File: src/rtl/core/kfs_pkg.sv
package kfs_pkg;

    localparam int unsigned TIME_W = 32;
    localparam int unsigned VAL_W = 32;
    localparam int unsigned DUR_W = 31;
    localparam int unsigned WEIGHT_W = 17;
    localparam int unsigned FRAC_W = 16;
    localparam int unsigned DIV_W = TIME_W + FRAC_W + 1;

    typedef enum logic [1:0] {
        MODE_CLEAR  = 2'd0,
        MODE_APPEND = 2'd1,
        MODE_SAMPLE = 2'd2,
        MODE_RSVD   = 2'd3
    } mode_t;

    typedef enum logic [1:0] {
        CFG_DURATION = 2'd0,
        CFG_LOOP     = 2'd1
    } cfg_index_t;

    typedef struct packed {
        logic signed [VAL_W-1:0] x;
        logic signed [VAL_W-1:0] y;
        logic signed [VAL_W-1:0] z;
    } vec3_t;

    typedef struct packed {
        logic start;
        logic signed [DIV_W-1:0] num;
        logic signed [DIV_W-1:0] den;
    } div_req_t;

    typedef struct packed {
        logic done;
        logic [DIV_W-1:0] quo;
        logic signed [DIV_W-1:0] rem;
    } div_rsp_t;

endpackage

File: src/rtl/core/kfs_divider.sv
module kfs_divider (
    input  logic                aclk,
    input  logic                aresetn,
    input  kfs_pkg::div_req_t   req,
    output kfs_pkg::div_rsp_t   rsp
);

    localparam int unsigned W = kfs_pkg::DIV_W;
    localparam int unsigned CW = $clog2(W + 1);

    logic [W-1:0] num_mag_reg, num_mag_next;
    logic [W-1:0] den_mag_reg, den_mag_next;
    logic [W-1:0] rem_reg, rem_next;
    logic         neg_reg, neg_next;
    logic [CW-1:0] cnt_reg, cnt_next;
    logic         busy_reg, busy_next;
    logic         done_reg, done_next;
    logic [W:0]   shifted;
    logic [W:0]   trial;

    always_comb begin
        shifted = {rem_reg, num_mag_reg[W-1]};
        trial = shifted - {1'b0, den_mag_reg};
    end

    // Restoring divide on magnitudes, one quotient bit per cycle; the
    // remainder takes the sign of the dividend (truncating division).
    always_comb begin
        num_mag_next = num_mag_reg;
        den_mag_next = den_mag_reg;
        rem_next = rem_reg;
        neg_next = neg_reg;
        cnt_next = cnt_reg;
        busy_next = busy_reg;
        done_next = 1'b0;
        if (req.start) begin
            num_mag_next = req.num[W-1] ? W'(-req.num) : W'(req.num);
            den_mag_next = req.den[W-1] ? W'(-req.den) : W'(req.den);
            neg_next = req.num[W-1];
            rem_next = '0;
            cnt_next = CW'(W);
            busy_next = 1'b1;
        end else if (busy_reg) begin
            if (!trial[W]) begin
                rem_next = trial[W-1:0];
                num_mag_next = {num_mag_reg[W-2:0], 1'b1};
            end else begin
                rem_next = shifted[W-1:0];
                num_mag_next = {num_mag_reg[W-2:0], 1'b0};
            end
            cnt_next = cnt_reg - 1'b1;
            if (cnt_reg == CW'(1)) begin
                busy_next = 1'b0;
                done_next = 1'b1;
            end
        end
    end

    always_ff @(posedge aclk) begin
        num_mag_reg <= num_mag_next;
        den_mag_reg <= den_mag_next;
        rem_reg <= rem_next;
        neg_reg <= neg_next;
        cnt_reg <= cnt_next;
        if (!aresetn) begin
            busy_reg <= 1'b0;
            done_reg <= 1'b0;
        end else begin
            busy_reg <= busy_next;
            done_reg <= done_next;
        end
    end

    assign rsp.done = done_reg;
    assign rsp.quo = num_mag_reg;
    assign rsp.rem = neg_reg ? -$signed(rem_reg) : $signed(rem_reg);

    a_no_start_busy: assert property (@(posedge aclk) disable iff (!aresetn)
        busy_reg |-> !req.start) else $error("divider restarted while busy");
    a_done_pulse: assert property (@(posedge aclk) disable iff (!aresetn)
        done_reg |=> !done_reg) else $error("divider done held");
    a_done_after_busy: assert property (@(posedge aclk) disable iff (!aresetn)
        $rose(done_reg) |-> $past(busy_reg)) else $error("done without work");

endmodule

File: config.mk
export PLATFORM = sky130hd
export DESIGN_NAME = kfs_divider
export DESIGN_NICKNAME = d
export VERILOG_FILES = /design/src/rtl/core/kfs_pkg.sv /design/src/rtl/core/kfs_divider.sv
export SDC_FILE = /design/constraint.sdc
export NUM_CORES = 1
export LEC_CHECK = 0
export ABC_AREA = 1
export BUFFER_PORTS_ARGS = -buffer_cell sky130_fd_sc_hd__buf_2
export CAP_MARGIN = 20
export CELL_PAD_IN_SITES_DETAIL_PLACEMENT = 0
export CELL_PAD_IN_SITES_GLOBAL_PLACEMENT = 1
export CORE_MARGIN = 2
export CORE_UTILIZATION = 41
export CTS_BUF_LIST = sky130_fd_sc_hd__clkbuf_4 sky130_fd_sc_hd__clkbuf_8 sky130_fd_sc_hd__clkbuf_16
export DETAILED_ROUTE_END_ITERATION = 16
export PLACE_DENSITY = 0.8
export SYNTH_ARGS = -nofsm -noshare
export SYNTH_HDL_FRONTEND = slang
export SYNTH_SLANG_ARGS = --single-unit
File: constraint.sdc
create_clock -name aclk -period 3.8 [get_ports aclk]
set_input_delay 1.14 -clock aclk [delete_from_list [all_inputs] [get_ports aclk]]
set_output_delay 1.14 -clock aclk [all_outputs]
set_load 0.1 [all_outputs]
==> flow_summary.json <==
{
  "worstPathRequired_ns": 2.66,
  "cp.arrival_ns": 2.59,
  "yosysTopAreaCell": "nand2_1",
  "cts_root_buf": "clkbuf_16",
  "cts_sinks": 156,
  "slowest_stage": "dfxtp_2",
  "synth.area.top_cells": "nand2_1, edfxtp_1, inv_1",
  "routed_wl_mm": 60.6,
  "synth_edf_count": 99,
  "worst_pin_slew_ns": 0.721,
  "synth_top_area_share_pct": 20.9,
  "h-tree-depth": 4,
  "grt_pass1_vias": 15900,
  "path_buf_inv": 5,
  "async_flop_share_pct": 0,
  "status": "finished, final reports clean",
  "critPathMaxFanout": 4,
  "ant_nets": 0,
  "clock_latency_ns": 0.45,
  "drc": 0,
  "relSlewSlack_pct": 51.9,
  "synth_ff_type": "edfxtp_1",
  "crit_path_start_kind": "flip-flop",
  "grt_use_total_pct": 31.6,
  "fin_cells": 3205,
  "coreArea_um2": 36400,
  "syn_area_per_cell_um2": 6.00,
  "hold_viol": 0,
  "drv_cap": 0,
  "syn2layout_area_growth_pct": 20.8,
  "place_congestion": 1.02,
  "p_total_uw": 5570,
  "synth.yosys.seq_area_share_pct": 27.3,
  "syn-num-nets": 2667,
  "finalSetupTns_ns": 0,
  "num_rows": 70,
  "synth_cell_types": 44,
  "start_util_pct": 41.4,
  "fin_skew_ns": 0.0125,
  "clockBufferDepth": 2,
  "most-common-layout-cells": "nand2_1, inv_1, nor2_1",
  "ys_warn_count": 0,
  "max-vdd-ir-drop_mv": 0.333,
  "powerDensity_nw_per_um2": 306,
  "power.leakage_uw": 0.00974,
  "multiInputGateArea_um2": 9320,
  "end_kind": "primary output",
  "fmax_mhz": 268,
  "place_ws_ns": 0.221,
  "drtIter0Drc": 1267,
  "rsz0062_at_grt": "yes",
  "critical_path_class": "flip-flop to primary output",
  "grt_pass1_wl_mm": 91.6,
  "crit_family": "simple AND/OR/NAND/NOR gates",
  "drt_pass1_iterations": 6,
  "period_share_pct": 98.2,
  "dp_hpwl_mm": 50.4,
  "slew_viol_final": 0,
  "finalWorstSetupSlack_ns": 0.0680,
  "dpl-instance-area_um2": 17300,
  "design_area_um2": 18200,
  "slowest_delay_ns": 0.34,
  "cts_tree": "built",
  "min_period_ns": 3.73,
  "netlist_area_um2": 15100,
  "die_y_um": 196,
  "antenna_cells": 0,
  "fillers": 3854,
  "crit_top_cell": "buf_6",
  "syn_inst": 2511,
  "wire_per_inst_um": 18.9,
  "setup_violations": 0,
  "io_pins": 200,
  "crit_chain": "inv_2 -> buf_6 -> nand3_4 -> nor2_4 -> nand2_2 -> nor3_4 -> nand2_2 -> nor2_2 -> buf_6 -> nor2_4 -> a21oi_4 -> buf_6 -> xor2_4 -> buf_12",
  "overflow": 0,
  "nets": 2880,
  "vias": 16400,
  "ys_ff_latch": 156,
  "hp-class": "flip-flop to flip-flop",
  "drive_gt1_share_pct": 14.3,
  "cts_made_buffers": 17,
  "fp.dieArea_um2": 38300,
  "grt_max_degree": 54,
  "antenna_found_initial": 1,
  "die_x_um": 196,
  "dp_cells": 3168,
  "path_clk_slew_ns": 0.07,
  "routed_via_density": 5.12,
  "port_buffers": 199,
  "seqCellArea_um2": 4120,
  "final_common_cell": "nand2_1"
}
## cells in the mapped netlist (4+ instances only)
| cell type | number |
|---|---|
| nand2_1 | 837 |
| inv_1 | 469 |
| nor2_1 | 279 |
| nand3_1 | 213 |
| xor2_1 | 110 |
| edfxtp_1 | 99 |
| o21ai_0 | 68 |
| dfxtp_1 | 57 |
| ha_1 | 54 |
| a21oi_1 | 47 |
| nor3_1 | 39 |
| nand4_1 | 38 |
| xnor2_1 | 34 |
| clkbuf_1 | 32 |
| a31oi_1 | 25 |
| nor4_1 | 15 |
| inv_2 | 14 |
| buf_2 | 8 |
| nor2_2 | 8 |
| buf_1 | 7 |
| nand2_2 | 7 |
| or2_2 | 6 |
| o31ai_1 | 5 |
| buf_6 | 4 |
| nand3_2 | 4 |
## cell type report
class	instances	share of cell area, %
multi-input combinational	1817	51.2
sequential	156	22.6
inverter	485	10.0
timing repair buffer	247	9.85
tap	468	3.22
clock buffer	17	2.34
clock inverter	15	0.818
## repair_timing
action,in CTS,in global routing
setup buffers,1,4
setup endpoints to repair,25,34
resized for setup,27,61
pin swaps,4,10
endpoints found under the hold margin,0,0
hold buffers,0,0
## tightest hold or removal path, stage by stage, from the launching register on
cell	delay, ns
dfxtp_2	0.33
nand2_1	0.06
nand2_1	0.04
## final timing paths
| kind | to | start | slack (ns) | depth (start not counted) |
|---|---|---|---|---|
| worst min register to register | rem_reg[1] | rem_reg[1] | 0.48 | 2 |
| worst max-delay path | rsp[29] | rem_reg[0] | 0.07 | 14 |
| worst min-delay path | rem_reg[1] | rem_reg[1] | 0.48 | 2 |
| worst max register to register | rem_reg[48] | rem_reg[30] | 0.73 | 16 |
## through the flow
stage          hold slack [ns]  utilization (%)
6_report                 0.477             50.0
5_1_grt                  0.501             50.0
4_1_cts                  0.474             49.3
3_5_place_dp             0.463             47.4
3_3_place_gp             0.461             47.4
2_1_floorplan            0.448                -
## layer usage
layer | GRT usage [%] | share of wire, %
met4 | 10.1 | 2.9
met3 | 5.54 | 6.5
met1 | 43.1 | 45
met2 | 51.1 | 45
met5 | 0 | 0.013
## power by group
group	total [µW]	internal, µW	switching [µW]	leakage [µW]
Combinational	1800	417	1380	0.00802
Sequential	2020	1950	66.7	0.00145
Clock	1750	965	790	0.000273
## logic make-up (layout without fill, tap and decap cells)
| logic type | after synthesis | after routing | synth area share [%] |
|---|---|---|---|
| compound gates | 156 | 156 | 5.61 |
| buf+inv | 538 | 764 | 13.7 |
| xor+xnor | 144 | 144 | 8.37 |
| fa+ha+maj | 55 | 55 | 4.62 |
| flops | 156 | 156 | 27.3 |
| simple gates | 1462 | 1462 | 40.4 |
No activity file was read; power rests on OpenSTA's default activity.
